**config.mk**
```make
export PLATFORM = sky130hd
export DESIGN_NAME = tpm_front
export DESIGN_NICKNAME = d
export VERILOG_FILES = /design/src/sv/tpm_pkg.sv /design/src/sv/tpm_front.sv
export SDC_FILE = /design/constraint.sdc
export NUM_CORES = 1
export LEC_CHECK = 0
export ABC_AREA = 1
export BUFFER_PORTS_ARGS = -buffer_cell sky130_fd_sc_hd__buf_2
export CAP_MARGIN = 20
export CORE_AREA = 2 2 187 189
export DETAILED_ROUTE_END_ITERATION = 8
export DIE_AREA = 0 0 189 191
export PLACE_DENSITY = 0.5
export SLEW_MARGIN = 20
export SYNTH_ARGS = -nofsm -noshare
export SYNTH_HDL_FRONTEND = slang
export SYNTH_SLANG_ARGS = --single-unit
```
**constraint.sdc**
```tcl
create_clock -name vclk -period 2.27
set_input_delay 0.227 -clock vclk [all_inputs]
set_output_delay 0.227 -clock vclk [all_outputs]
set_load 0.05 [all_outputs]
```
**src/sv/tpm_pkg.sv**
```systemverilog
// Shared types, constants and tables for the tidal / point-mass potential block.
// No dependencies; every other file imports this package.
package tpm_pkg;

  localparam int FRAC_BITS_DEF = 16;
  localparam int ANG_BITS      = 28;
  localparam int CORDIC_STEPS  = 28;
  localparam int QUEUE_DEPTH   = 4;
  localparam int DIV_W         = 128;
  localparam int QUO_W         = 33;
  localparam int CNT_W         = 6;

  localparam logic signed [33:0] TWO_PI_A    = 34'sd1686629713;
  localparam logic signed [33:0] PI_A        = 34'sd843314857;
  localparam logic signed [33:0] HALF_PI_A   = 34'sd421657428;
  localparam logic signed [33:0] CORDIC_GAIN = 34'sd652032874;

  localparam int MODE_ROT   = 0;
  localparam int MODE_FIXED = 1;
  localparam int MODE_CF    = 2;

  typedef enum logic [3:0] {
    REG_CENTER_X     = 4'd0,
    REG_CENTER_Y     = 4'd1,
    REG_CENTER_Z     = 4'd2,
    REG_GRAV_MASS    = 4'd3,
    REG_LENGTH_SCALE = 4'd4,
    REG_ORBIT_SPEED  = 4'd5,
    REG_START_ANGLE  = 4'd6,
    REG_MODE         = 4'd7
  } tpm_reg_e;

  typedef enum logic [1:0] {
    K_POINT     = 2'd0,
    K_ROT_FIXED = 2'd1,
    K_ROT_ORBIT = 2'd2
  } tpm_kind_e;

  typedef enum logic [3:0] {
    B_IDLE, B_VT, B_ADIV, B_ASH, B_AFIN, B_CSET, B_CORD, B_MUL,
    B_SQRT, B_PSET, B_NSET, B_DSET, B_DIV, B_DONE
  } tpm_state_e;

  typedef struct packed {
    logic signed [31:0] pos_x;
    logic signed [31:0] pos_y;
    logic signed [31:0] pos_z;
    logic [30:0]        sim_time;
  } tpm_in_t;

  typedef struct packed {
    logic signed [31:0] potential;
    logic               saturated;
  } tpm_out_t;

  typedef struct packed {
    logic signed [31:0] center_x;
    logic signed [31:0] center_y;
    logic signed [31:0] center_z;
    logic [30:0]        grav_mass;
    logic [30:0]        length_scale;
    logic signed [31:0] orbit_speed;
    logic signed [30:0] start_angle;
    logic [2:0]         mode;
  } tpm_cfg_t;

  typedef struct packed {
    logic signed [31:0] dx;
    logic signed [31:0] dy;
    logic signed [31:0] dz;
    logic [30:0]        tm;
    tpm_kind_e          kind;
    logic               cf;
  } tpm_ent_t;

  function automatic logic signed [31:0] atan_val(input logic [4:0] i);
    logic signed [31:0] v;
    case (i)
      5'd0:  v = 32'sd210828714;
      5'd1:  v = 32'sd124459457;
      5'd2:  v = 32'sd65760959;
      5'd3:  v = 32'sd33381290;
      5'd4:  v = 32'sd16755422;
      5'd5:  v = 32'sd8385879;
      5'd6:  v = 32'sd4193963;
      5'd7:  v = 32'sd2097109;
      5'd8:  v = 32'sd1048571;
      5'd9:  v = 32'sd524287;
      5'd10: v = 32'sd262144;
      5'd11: v = 32'sd131072;
      5'd12: v = 32'sd65536;
      5'd13: v = 32'sd32768;
      5'd14: v = 32'sd16384;
      5'd15: v = 32'sd8192;
      5'd16: v = 32'sd4096;
      5'd17: v = 32'sd2048;
      5'd18: v = 32'sd1024;
      5'd19: v = 32'sd512;
      5'd20: v = 32'sd256;
      5'd21: v = 32'sd128;
      5'd22: v = 32'sd64;
      5'd23: v = 32'sd32;
      5'd24: v = 32'sd16;
      5'd25: v = 32'sd8;
      5'd26: v = 32'sd4;
      5'd27: v = 32'sd2;
      default: v = 32'sd0;
    endcase
    return v;
  endfunction

endpackage

```
**src/sv/tpm_front.sv**
```systemverilog
// Front end: accepts positions, forms saturated offsets and classifies the mode.
// Depends on tpm_pkg; feeds tpm_queue.
module tpm_front
  import tpm_pkg::*;
(
  input  logic     push,
  input  tpm_in_t  in_data,
  input  tpm_cfg_t cfg,
  input  logic     q_full,
  output logic     full,
  output logic     q_wr,
  output tpm_ent_t q_ent
);

  function automatic logic signed [31:0] sat_sub(input logic signed [31:0] a,
                                                 input logic signed [31:0] b);
    logic signed [32:0] d;
    logic signed [31:0] r;
    d = {a[31], a} - {b[31], b};
    if (d[32] != d[31]) begin
      r = d[32] ? 32'sh8000_0000 : 32'sh7fff_ffff;
    end else begin
      r = d[31:0];
    end
    return r;
  endfunction

  assign full = q_full;
  assign q_wr = push && !q_full;

  always_comb begin
    q_ent.dx = sat_sub(in_data.pos_x, cfg.center_x);
    q_ent.dy = sat_sub(in_data.pos_y, cfg.center_y);
    q_ent.dz = sat_sub(in_data.pos_z, cfg.center_z);
    q_ent.tm = in_data.sim_time;
    q_ent.cf = cfg.mode[MODE_CF];
    if (!cfg.mode[MODE_ROT]) begin
      q_ent.kind = K_POINT;
    end else if (cfg.mode[MODE_FIXED]) begin
      q_ent.kind = K_ROT_FIXED;
    end else begin
      q_ent.kind = K_ROT_ORBIT;
    end
  end

endmodule

```
==> flow_summary.json <==
{
  "status": "finished with violations",
  "failed_checks": "negative setup slack",
  "ant_nets": 0,
  "max_stage_delay_ps": 280,
  "min_delay_worst_endpoint": "q_ent[26]",
  "coreArea_sq_um": 34120,
  "power.density_nw_per_um2": 535.7,
  "cts_hold_buf": 0,
  "relSlewSlack_pct": 72.80,
  "leakage_uw": 0.009425,
  "hp-class": "input pin to output port",
  "fillCellCount": 3290,
  "fin_crit_sh_pct": 110.6,
  "die_area_sq_um": 36100,
  "synth_top_family_by_area": "simple AND/OR/NAND/NOR gates",
  "cp_cell_sequence": "buf_6 > inv_2 > ha_4 > nand2_2 > nand2_2 > a21oi_4 > nand2_2 > a21oi_4 > buf_6 > nand3_4 > nand2_8 > nand2_8 > buf_12 > buf_12 > o21ai_4 > buf_8",
  "syn_to_final_growth_pct": 112.2,
  "cp_top_family": "buffers and inverters",
  "via_per_inst": 4.440,
  "ios": 485,
  "power_uw": 9438,
  "synth_warnings": 0,
  "grt.total_usage_pct": 20.45,
  "tns_ps": -15210,
  "dp_hpwl_um": 30380,
  "grt_antenna_before_repair": 2,
  "synthAdderAreaFrac_pct": 15.19,
  "final_cell_mix": "nand2_1, buf_4, inv_1",
  "path_max_fanout": 6,
  "post-route-util_pct": 51.64,
  "critPathRequiredTime_ps": 2040,
  "synth_nets": 2067,
  "wl_per_cell_um": 14.40,
  "hold_viol": 0,
  "worst_slack_ps": -240.8,
  "tightest_slew_ps": 406.6,
  "final_cell_area_sq_um": 17620,
  "min-delay-start": "in_data[23]",
  "holdPathStages": 0,
  "flops_and_latches": 0,
  "grt_pass1_wl_um": 60530,
  "numPortBuffers": 296,
  "drive_gt1_share_pct": 53.03,
  "setup_violations": 93,
  "syn_area_sq_um": 8302,
  "preCtsSetupSlack_ps": -477.4,
  "path_class": "input pin to output port",
  "synth_compound_area_share_pct": 12.60,
  "yosysUniqueCellTypes": 31,
  "synthMuxAreaShare_pct": 0,
  "endpoint_kind": "output port",
  "startpoint_type": "input pin",
  "max_freq_mhz": 398.3,
  "grt_pass1_vias": 12260,
  "final_common_cell": "nand2_1",
  "synthCells": 1615,
  "min_period_ps": 2511,
  "slew_violations": 0,
  "die_height_um": 191,
  "ff_latch_area_sq_um": 0,
  "cap_violations": 0,
  "n_antenna_cell": 0,
  "dpl_cell_area_sq_um": 13400,
  "clock_buffers": 0,
  "slowest_stage": "a21oi_4",
  "rsz0062_at_grt": "yes",
  "arrival_ps": 2280,
  "synth-simple-area-share_pct": 47.99,
  "first_pass_iters": 7,
  "nets": 2732,
  "crit_buf_inv": 6,
  "num_vias": 12140,
  "crit_top_cell": "nand2_2",
  "wirelength_um": 39370,
  "gp_congestion": 0.9258,
  "die_width_um": 189,
  "gr-total-overflow": 0,
  "detail_route.iter0.violations": 470,
  "rows": 68,
  "syn_area_per_cell_sq_um": 5.140,
  "route.detailed.drc": 0,
  "grt_max_degree": 11,
  "synthXorXnorAreaFrac_pct": 6.014,
  "yosysSeqAreaShare_pct": 0,
  "ir_drop_mv": 0.5130,
  "initial_core_util_pct": 24.33
}
## per-layer routing
layer	track usage (%)	up-vias	wire length, um
met5	0	-	0
met4	5.078	0	916
met3	1.560	52	1663
met2	38.00	331	19870
met1	25.36	5499	16910
li1	-	6253	-
## cells in the mapped netlist, drive strengths merged
cell type	n	area share (%)
xor2	44	4.6
a21oi	103	6.4
xnor2	13	1.4
fa	3	0.72
nand2	696	33
a21o	1	0.090
buf	48	4.9
nand3b	23	2.1
o21ai	49	4.2
nor2	153	7.9
nor4	3	0.23
inv	295	13
and2	2	0.15
nand3	57	3.8
o21bai	21	1.9
nor3	7	0.48
or2	1	0.075
ha	96	14
## stage by stage
step | hold WS, ps | instances
floorplan | 621.1 | 1615
global placement | 454.3 | 2661
detailed placement | 454.3 | 2661
CTS | 454.3 | 2720
global route | 454.1 | 2733
finish | 454.0 | 2733
## worst max path at each step
stage                       startpoint         end  depth (start not counted)
after floorplan            in_data[63]   q_ent[66]                         15
after global placement     in_data[82]   q_ent[94]                         15
after detailed placement  in_data[117]  q_ent[109]                         15
after CTS                  in_data[63]   q_ent[70]                         20
after global routing          cfg[205]  q_ent[126]                         16
final                         cfg[213]  q_ent[124]                         16
## timing repair
item                       in CTS  in global routing
buffers inserted               44                 23
setup endpoints to repair      95                 96
pin swaps                      79                106
cloned                         15                  1
gates resized for setup       530                261
## cell families after synthesis
kind of cell / after synthesis
and+or+nand+nor: 942
AOI/OAI and AO/OA: 174
xor gates and xnor gates: 57
adders and majority gates: 99
buffers and inverters: 343
## layout make-up
| type | count | area, sq um | share of cell area (%) |
|---|---|---|---|
| Multi-Input combinational cell | 1278 | 10030 | 56.96 |
| Timing Repair Buffer | 705 | 5892 | 33.44 |
| Inverter | 295 | 1122 | 6.370 |
| Tap cell | 455 | 569.3 | 3.231 |
## power by group
part	leakage [uW]	switching (uW)	total, uW	internal (uW)
Sequential	0	0	0	0
Clock	0	0	0	0
Combinational	0.00943	5310	9440	4130
Note: power is estimated with default switching activity, not from simulation.
