===== src/sv/tpm_pkg.sv =====
// Shared types, constants and tables for the tidal / point-mass potential block.
// No dependencies; every other file imports this package.
package tpm_pkg;

  localparam int FRAC_BITS_DEF = 16;
  localparam int ANG_BITS      = 28;
  localparam int CORDIC_STEPS  = 28;
  localparam int QUEUE_DEPTH   = 4;
  localparam int DIV_W         = 128;
  localparam int QUO_W         = 33;
  localparam int CNT_W         = 6;

  localparam logic signed [33:0] TWO_PI_A    = 34'sd1686629713;
  localparam logic signed [33:0] PI_A        = 34'sd843314857;
  localparam logic signed [33:0] HALF_PI_A   = 34'sd421657428;
  localparam logic signed [33:0] CORDIC_GAIN = 34'sd652032874;

  localparam int MODE_ROT   = 0;
  localparam int MODE_FIXED = 1;
  localparam int MODE_CF    = 2;

  typedef enum logic [3:0] {
    REG_CENTER_X     = 4'd0,
    REG_CENTER_Y     = 4'd1,
    REG_CENTER_Z     = 4'd2,
    REG_GRAV_MASS    = 4'd3,
    REG_LENGTH_SCALE = 4'd4,
    REG_ORBIT_SPEED  = 4'd5,
    REG_START_ANGLE  = 4'd6,
    REG_MODE         = 4'd7
  } tpm_reg_e;

  typedef enum logic [1:0] {
    K_POINT     = 2'd0,
    K_ROT_FIXED = 2'd1,
    K_ROT_ORBIT = 2'd2
  } tpm_kind_e;

  typedef enum logic [3:0] {
    B_IDLE, B_VT, B_ADIV, B_ASH, B_AFIN, B_CSET, B_CORD, B_MUL,
    B_SQRT, B_PSET, B_NSET, B_DSET, B_DIV, B_DONE
  } tpm_state_e;

  typedef struct packed {
    logic signed [31:0] pos_x;
    logic signed [31:0] pos_y;
    logic signed [31:0] pos_z;
    logic [30:0]        sim_time;
  } tpm_in_t;

  typedef struct packed {
    logic signed [31:0] potential;
    logic               saturated;
  } tpm_out_t;

  typedef struct packed {
    logic signed [31:0] center_x;
    logic signed [31:0] center_y;
    logic signed [31:0] center_z;
    logic [30:0]        grav_mass;
    logic [30:0]        length_scale;
    logic signed [31:0] orbit_speed;
    logic signed [30:0] start_angle;
    logic [2:0]         mode;
  } tpm_cfg_t;

  typedef struct packed {
    logic signed [31:0] dx;
    logic signed [31:0] dy;
    logic signed [31:0] dz;
    logic [30:0]        tm;
    tpm_kind_e          kind;
    logic               cf;
  } tpm_ent_t;

  function automatic logic signed [31:0] atan_val(input logic [4:0] i);
    logic signed [31:0] v;
    case (i)
      5'd0:  v = 32'sd210828714;
      5'd1:  v = 32'sd124459457;
      5'd2:  v = 32'sd65760959;
      5'd3:  v = 32'sd33381290;
      5'd4:  v = 32'sd16755422;
      5'd5:  v = 32'sd8385879;
      5'd6:  v = 32'sd4193963;
      5'd7:  v = 32'sd2097109;
      5'd8:  v = 32'sd1048571;
      5'd9:  v = 32'sd524287;
      5'd10: v = 32'sd262144;
      5'd11: v = 32'sd131072;
      5'd12: v = 32'sd65536;
      5'd13: v = 32'sd32768;
      5'd14: v = 32'sd16384;
      5'd15: v = 32'sd8192;
      5'd16: v = 32'sd4096;
      5'd17: v = 32'sd2048;
      5'd18: v = 32'sd1024;
      5'd19: v = 32'sd512;
      5'd20: v = 32'sd256;
      5'd21: v = 32'sd128;
      5'd22: v = 32'sd64;
      5'd23: v = 32'sd32;
      5'd24: v = 32'sd16;
      5'd25: v = 32'sd8;
      5'd26: v = 32'sd4;
      5'd27: v = 32'sd2;
      default: v = 32'sd0;
    endcase
    return v;
  endfunction

endpackage


===== src/sv/tpm_queue.sv =====
// Small FIFO between the front classifier and the back sequencer.
// Depends on tpm_pkg for the entry type and depth.
module tpm_queue
  import tpm_pkg::*;
(
  input  logic     clk,
  input  logic     rst_n,
  input  logic     wr_en,
  input  tpm_ent_t wr_ent,
  input  logic     rd_en,
  output tpm_ent_t rd_ent,
  output logic     q_full,
  output logic     q_empty
);
  localparam int PTR_W = $clog2(QUEUE_DEPTH);
  localparam int CNT_QW = $clog2(QUEUE_DEPTH + 1);

  tpm_ent_t           mem [QUEUE_DEPTH];
  logic [PTR_W-1:0]   wr_ptr_r, wr_ptr_nxt, rd_ptr_r, rd_ptr_nxt;
  logic [CNT_QW-1:0]  cnt_r, cnt_nxt;

  assign q_full  = (cnt_r == CNT_QW'(QUEUE_DEPTH));
  assign q_empty = (cnt_r == '0);
  assign rd_ent  = mem[rd_ptr_r];

  always_comb begin
    wr_ptr_nxt = wr_ptr_r;
    rd_ptr_nxt = rd_ptr_r;
    cnt_nxt    = cnt_r;
    if (wr_en) begin
      wr_ptr_nxt = (wr_ptr_r == PTR_W'(QUEUE_DEPTH - 1)) ? '0 : wr_ptr_r + 1'b1;
    end
    if (rd_en) begin
      rd_ptr_nxt = (rd_ptr_r == PTR_W'(QUEUE_DEPTH - 1)) ? '0 : rd_ptr_r + 1'b1;
    end
    if (wr_en && !rd_en) begin
      cnt_nxt = cnt_r + 1'b1;
    end else if (rd_en && !wr_en) begin
      cnt_nxt = cnt_r - 1'b1;
    end
  end

  always_ff @(posedge clk) begin
    if (!rst_n) begin
      wr_ptr_r <= '0;
      rd_ptr_r <= '0;
      cnt_r    <= '0;
    end else begin
      wr_ptr_r <= wr_ptr_nxt;
      rd_ptr_r <= rd_ptr_nxt;
      cnt_r    <= cnt_nxt;
    end
  end

  always_ff @(posedge clk) begin
    if (wr_en) begin
      mem[wr_ptr_r] <= wr_ent;
    end
  end

endmodule


===== config.mk =====
export PLATFORM = sky130hd
export DESIGN_NAME = tpm_queue
export DESIGN_NICKNAME = d
export VERILOG_FILES = /design/src/sv/tpm_pkg.sv /design/src/sv/tpm_queue.sv
export SDC_FILE = /design/constraint.sdc
export NUM_CORES = 1
export LEC_CHECK = 0
export BUFFER_PORTS_ARGS = -buffer_cell sky130_fd_sc_hd__buf_2
export CORE_MARGIN = 8
export CORE_UTILIZATION = 50
export CTS_CLUSTER_DIAMETER = 200
export CTS_CLUSTER_SIZE = 30
export DETAILED_ROUTE_END_ITERATION = 7
export HOLD_SLACK_MARGIN = 0.03
export PLACE_DENSITY = 0.75
export SLEW_MARGIN = 0
export SYNTH_ARGS = -nofsm -noshare
export SYNTH_HDL_FRONTEND = slang
export SYNTH_SLANG_ARGS = --single-unit
export TNS_END_PERCENT = 5

===== constraint.sdc =====
create_clock -name clk -period 5.3 [get_ports clk]
set_input_delay 1.06 -clock clk [delete_from_list [all_inputs] [get_ports clk]]
set_output_delay 1.06 -clock clk [all_outputs]
set_load 0.005 [all_outputs]

==> results of run 1 <==
## stage by stage
stage	util (%)	cells	worst slack (ns)	cell area, um2
after floorplan	-	723	0.758	19300
after global placement	55.1	1493	2.19	21200
after detailed placement	55.1	1493	2.19	21200
after CTS	56.7	1530	1.57	21800
after global routing	56.7	1530	1.51	21800
final	56.7	1534	1.66	21800
## layout by cell type (no fill, tap or decap), types with 4 or more instances in the layout
master and instances:
edfxtp_1 520, buf_2 265, mux4_2 130, clkbuf_16 21
clkbuf_1 15, buf_4 12, dfxtp_1 7, ha_1 6
nor2b_1 5, diode_2 4, inv_1 4, and2_4 4
mux2i_1 4, buf_12 4
## sequential cells by signal, indices dropped and copies added (netlist names), named ones only
signal / count
mem: 520
cnt_r: 3
rd_ptr_r: 2
wr_ptr_r: 2
## power by group through the flow
stage	Sequential, mW	Combinational [mW]	Clock, mW
5_1_grt	4.86	0.764	2.10
2_1_floorplan	4.93	0.408	0
3_5_place_dp	4.94	0.718	0
6_report	4.84	0.697	1.92
3_3_place_gp	4.93	0.708	0
4_1_cts	4.85	0.720	1.99
## routing by layer
metal,GRT usage (%),vias to the layer above,share of wire (%)
li1,-,3644,-
met1,21.2,4379,42
met2,25.3,216,48
met3,5.00,42,8.6
met4,2.55,14,1.3
met5,0,-,0.29
## final cells by class
type	instances	share of cell area, %
Antenna cell	4	0.0460
Clock buffer	36	2.67
Clock inverter	1	0.0747
Inverter	4	0.0690
Multi-Input combinational cell	161	14.7
Sequential cell	529	72.6
Tap cell	518	2.98
Timing Repair Buffer	281	6.87
## worst register-to-register path: stages (launching register included)
cell	delay, ns
dfxtp_1	0.36
inv_1	0.09
ha_1	0.14
and2_4	0.66
buf_4	0.55
## path summary, 6_finish.rpt
check,start,endpoint,slack [ns],cells after the start
max,flip-flop,rd_ent[125],1.66,3
min,cnt_r[2]$_SDFFE_PN0P_,cnt_r[2]$_SDFFE_PN0P_,0.52,2
max reg2reg,wr_ptr_r[0]$_SDFFE_PN0P_,mem[0][129]$_DFFE_PP_,3.15,4
min reg2reg,cnt_r[2]$_SDFFE_PN0P_,cnt_r[2]$_SDFFE_PN0P_,0.52,2
## logic make-up (layout without fill, tap and decap cells)
logic type	after synthesis	after routing	synth area share, %
AOI/OAI and AO/OA	3	3	0.104
xor gates and xnor gates	2	2	0.0907
adders and majority gates	7	7	0.492
buffers and inverters	33	322	1.73
DFF	529	529	81.8
muxes	134	134	15.4
other	0	4	0
and+or+nand+nor	15	15	0.466
==> results.py, run 1 <==
metrics = {
    "run_status": {
        "run_status": "completed",
    },
    "finish": {
        "ff_latch_area_um2": 15800,
        "fin_nets": 1139,
        "drive_above_1_share_pct": 43.4,
        "multi_input_area_um2": 3200,
        "fillers": 2818,
        "synthToLayoutAreaGrowth_pct": 12.7,
    },
    "floorplanning": {
        "fp.dieW_um": 213,
        "dieHeight_um": 213,
        "ios": 266,
        "core_area_um2": 38400,
        "die_area_um2": 45200,
        "rows": 72,
        "start_util_pct": 50.3,
    },
    "logic_synthesis": {
        "yosysMostFrequentCell": "edfxtp_1",
        "syn_area_um2": 19300,
        "synth_area_per_cell_um2": 26.7,
        "synth_top_area_share_pct": 80.8,
        "synth_cells": 723,
        "synth_seq_area_share_pct": 81.8,
        "synth_nets": 864,
        "ys.flop_type": "edfxtp_1",
        "synth_top_cell_by_area": "edfxtp_1",
        "ys_top_cells_by_area": "edfxtp_1, mux4_2, buf_12",
        "synth_edf_count": 520,
        "ys_types": 24,
        "synth.cells.most_frequent": "edfxtp_1, mux4_2, buf_12",
        "yosys_warnings": 0,
        "synth-seq-cells": 529,
        "synthArstFlopShare_pct": 0,
    },
    "global_route": {
        "grt_overflow": 0,
        "grt_max_degree": 62,
        "antenna_found_initial": 10,
        "grt_pass1_vias": 8828,
        "grt_pass1_wl_um": 53900,
        "grt.total_usage_pct": 15.6,
    },
    "timing": {
        "relSlewSlack_pct": 40.0,
        "finalSetupViolCount": 0,
        "final.min_clock_period_ns": 3.64,
        "whs_ns": 0.519,
        "worstMarginPinSlew_ns": 0.900,
        "tns_ns": 0,
        "drv_slew": 0,
        "fin_worst_skew_ns": 0.0153,
        "rsz0062_at_grt": "false",
        "hold_viol": 0,
        "period_share_pct": 68.7,
        "clock.fmax_ghz": 0.274,
    },
    "worst_setup_path": {
        "critical-path-top-delay-family": "buffers and inverters",
        "crit_fanout": 58,
        "cp_num_buf_inv": 2,
        "end_kind": "primary output",
        "crit_slowest_cell": "buf_4",
        "path_class": "flip-flop to primary output",
        "path_cells": "buf_4 -> mux4_2 -> buf_2",
        "worstPathArrival_ns": 2.58,
        "crit_path_max_incr_delay_ns": 0.71,
        "crit_required_ns": 4.24,
        "startpoint_type": "flip-flop",
    },
    "routing": {
        "drt_iter0_drc": 510,
        "wl_um": 36100,
        "vias": 8295,
        "post_drt_wl_per_cell_um": 23.5,
        "ant_nets": 0,
        "vias_per_cell": 5.41,
        "drt-pass1-iter-count": 4,
        "drc_errors": 0,
    },
    "power": {
        "powerDensity_nw_per_um2": 343,
        "p_sw_mw": 1.57,
        "ir_drop_mv": 0.303,
        "p_total_mw": 7.46,
        "p_seq_share_pct": 64.9,
        "pwr-share-clk_pct": 25.7,
        "p_sw_share_pct": 21.0,
        "internal_power_mw": 5.89,
        "p_leak_nw": 7.12,
        "comb_power_share_pct": 9.3,
    },
    "clock_network": {
        "clkTransAtPathRegs_ns": 0.11,
        "root_buffer": "clkbuf_16",
        "cts_hold_buf": 0,
        "postCtsSetupRepairBufs": 0,
        "cts_buffers": 21,
        "cts_buffer_depth": 3,
        "ctsResizeCount": 0,
        "clkLatencyLatePin_ns": 0.55,
        "cts_htree_levels": 1,
        "clock_sinks": 529,
        "cts_tree": "built",
    },
    "flow_run": {
        "max_cap_violations": 0,
    },
    "hold_path": {
        "hp-class": "flip-flop to flip-flop",
    },
    "place": {
        "io_buffers": 265,
        "place_congestion": 0.692,
        "dp_hpwl_um": 23000,
    },
}
No activity file was read; power rests on OpenSTA's default activity.
==> inputs of run 2 (changes only) <==
--- a/config.mk
+++ b/config.mk
@@ -12,7 +12,7 @@
 export CTS_CLUSTER_SIZE = 30
 export DETAILED_ROUTE_END_ITERATION = 7
 export HOLD_SLACK_MARGIN = 0.03
-export PLACE_DENSITY = 0.75
+export PLACE_DENSITY = 0.78
 export SLEW_MARGIN = 0
 export SYNTH_ARGS = -nofsm -noshare
 export SYNTH_HDL_FRONTEND = slang
==> constraint.sdc (replaced) <==
create_clock -name clk -period 3.01 [get_ports clk]
set_input_delay 0.602 -clock clk [delete_from_list [all_inputs] [get_ports clk]]
set_output_delay 0.602 -clock clk [all_outputs]
set_load 0.005 [all_outputs]
==> run 2 against run 1 <==
Effect of this change: global-route usage is 0.15 points lower; design area is 0.51% higher; via count is 0.11% lower; wire length is 1.2% lower; cell count is 0.26% lower; clock-buffer cell count is 8 lower; clock power is 71% higher; utilization is 0.29 points higher; die area stayed put; clock skew is 0.00080 ns higher; critical endpoint is now rd_ent[75]; hold slack worse by 0.25 ns.
==> results.py, run 2 (synthesis results as in run 1) <==
metrics = {
    "finish": {
        "synthToLayoutAreaGrowth_pct": 13.3,
        "top_regs": "mem x520, cnt_r x3",
        "layout_common_cells": "edfxtp_1, buf_2, mux4_2, clkbuf_16, buf_12",
        "final_util_pct": 57.0,
        "largest-register": "mem",
        "drive_above_1_share_pct": 43.8,
        "fin_nets": 1140,
        "largest_reg_flops": 520,
        "final_cell_area_um2": 21900,
        "mostFrequentLayoutCell": "edfxtp_1",
    },
    "clock_network": {
        "cts_tree": "built",
        "clkLatencyLatePin_ns": 0.54,
        "cts_hold_buf": 0,
        "ctsResizeCount": 0,
        "root_buffer": "clkbuf_16",
        "cts_buffers": 21,
        "clkTransAtPathRegs_ns": 0.11,
        "cts_htree_levels": 1,
        "clock_sinks": 529,
        "cts_buffer_depth": 3,
        "postCtsSetupRepairBufs": 0,
    },
    "worst_setup_path": {
        "r2r_slack_ns": 1.24,
        "path_class": "flip-flop to primary output",
        "end_kind": "primary output",
        "r2r-start": "wr_ptr_r[0]$_SDFFE_PN0P_",
        "crit_required_ns": 2.41,
        "startpoint_type": "flip-flop",
        "r2r_end": "mem[3][90]$_DFFE_PP_",
        "reg2reg_depth": 3,
        "worstPathArrival_ns": 2.21,
        "crit_fanout": 31,
    },
    "floorplanning": {
        "fp.dieW_um": 213,
        "dieHeight_um": 213,
        "rows": 72,
        "core_area_um2": 38400,
        "die_area_um2": 45200,
        "start_util_pct": 50.3,
        "ios": 266,
    },
    "power": {
        "comb_power_share_pct": 9.7,
        "powerDensity_nw_per_um2": 596,
        "p_sw_mw": 2.70,
        "p_seq_share_pct": 65.2,
        "pwr-share-clk_pct": 25.1,
        "ir_drop_mv": 0.467,
        "p_leak_nw": 7.15,
        "internal_power_mw": 10.3,
        "p_sw_share_pct": 20.7,
    },
    "timing": {
        "finalSetupViolCount": 0,
        "fin_worst_skew_ns": 0.0161,
        "clock.fmax_ghz": 0.356,
        "rsz0062_at_grt": "false",
        "worstMarginPinSlew_ns": 0.610,
        "relSlewSlack_pct": 59.3,
        "hold_viol": 0,
        "final.min_clock_period_ns": 2.81,
        "drv_slew": 0,
        "period_share_pct": 93.4,
        "fin_ws_ns": 0.199,
        "whs_ns": 0.269,
    },
    "flow_run": {
        "max_cap_violations": 0,
    },
    "routing": {
        "wl_um": 35600,
        "drt_iter0_drc": 559,
        "ant_nets": 0,
        "post_drt_wl_per_cell_um": 23.3,
        "drc_errors": 0,
        "drt-pass1-iter-count": 4,
        "vias_per_cell": 5.42,
        "vias": 8286,
    },
    "hold_path": {
        "worstHoldStart": "wr_ent[70]",
        "whs_path_depth": 1,
        "worstHoldEndpoint": "mem[0][70]$_DFFE_PP_",
        "hp-class": "primary input to flip-flop",
    },
    "place": {
        "dp_slack_ns": 0.728,
        "dp_hpwl_um": 22600,
        "io_buffers": 265,
        "dpl_cell_area_um2": 21300,
        "place_congestion": 0.697,
    },
    "global_route": {
        "grt_pass1_vias": 9112,
        "grt_pass1_wl_um": 53300,
        "antenna_found_initial": 9,
        "grt_max_degree": 70,
        "grt.total_usage_pct": 15.5,
        "grt_overflow": 0,
    },
    "run_status": {
        "run_status": "completed",
    },
}
run 2: area by class of cell:
type	count	area, um2
Antenna cell	7	17.5
Multi-Input combinational cell	161	3200
Clock buffer	28	552
Inverter	4	15.0
Fill cell	2813	16500
Timing Repair Buffer	282	1630
Clock inverter	1	16.3
Tap cell	518	648
Sequential cell	529	15800
run 2: through the flow:
stage	TNS [ns]	total power, mW	instances
2_1_floorplan	-418.66	9.40	723
5_1_grt	0	13.5	1525
3_5_place_dp	0	9.98	1494
3_3_place_gp	0	9.93	1494
4_1_cts	0	13.2	1523
6_report	0	13.0	1530
run 2: worst max path at each step:
| stage | from | to | slack [ns] |
|---|---|---|---|
| floorplan | wr_en | mem[2][0]$_DFFE_PP_ | -1.07 |
| global placement | flip-flop | rd_ent[75] | 0.74 |
| detailed placement | flip-flop | rd_ent[75] | 0.73 |
| CTS | flip-flop | rd_ent[75] | 0.12 |
| global route | flip-flop | rd_ent[71] | 0.04 |
| finish | flip-flop | rd_ent[75] | 0.20 |
run 2: critical path: stages (launching register included):
cell and delay [ns]:
dfxtp_4 0.40, buf_4 0.50, mux4_2 0.60, buf_2 0.15
run 2: metal layers:
metal  track usage (%)  routed length, um  vias to the layer above
met5                 0                 69                        -
met1              20.1              14300                     4346
met2              26.7              17900                      238
met4              2.45                552                       12
li1                  -                  -                     3652
met3              4.01               2880                       38
run 2: power by group through the flow:
stage	logic, mW	registers, mW	clock network [mW]
finish	1.26	8.51	3.28
global route	1.37	8.54	3.64
CTS	1.30	8.51	3.42
detailed placement	1.29	8.68	0
global placement	1.27	8.66	0
floorplan	0.719	8.68	0
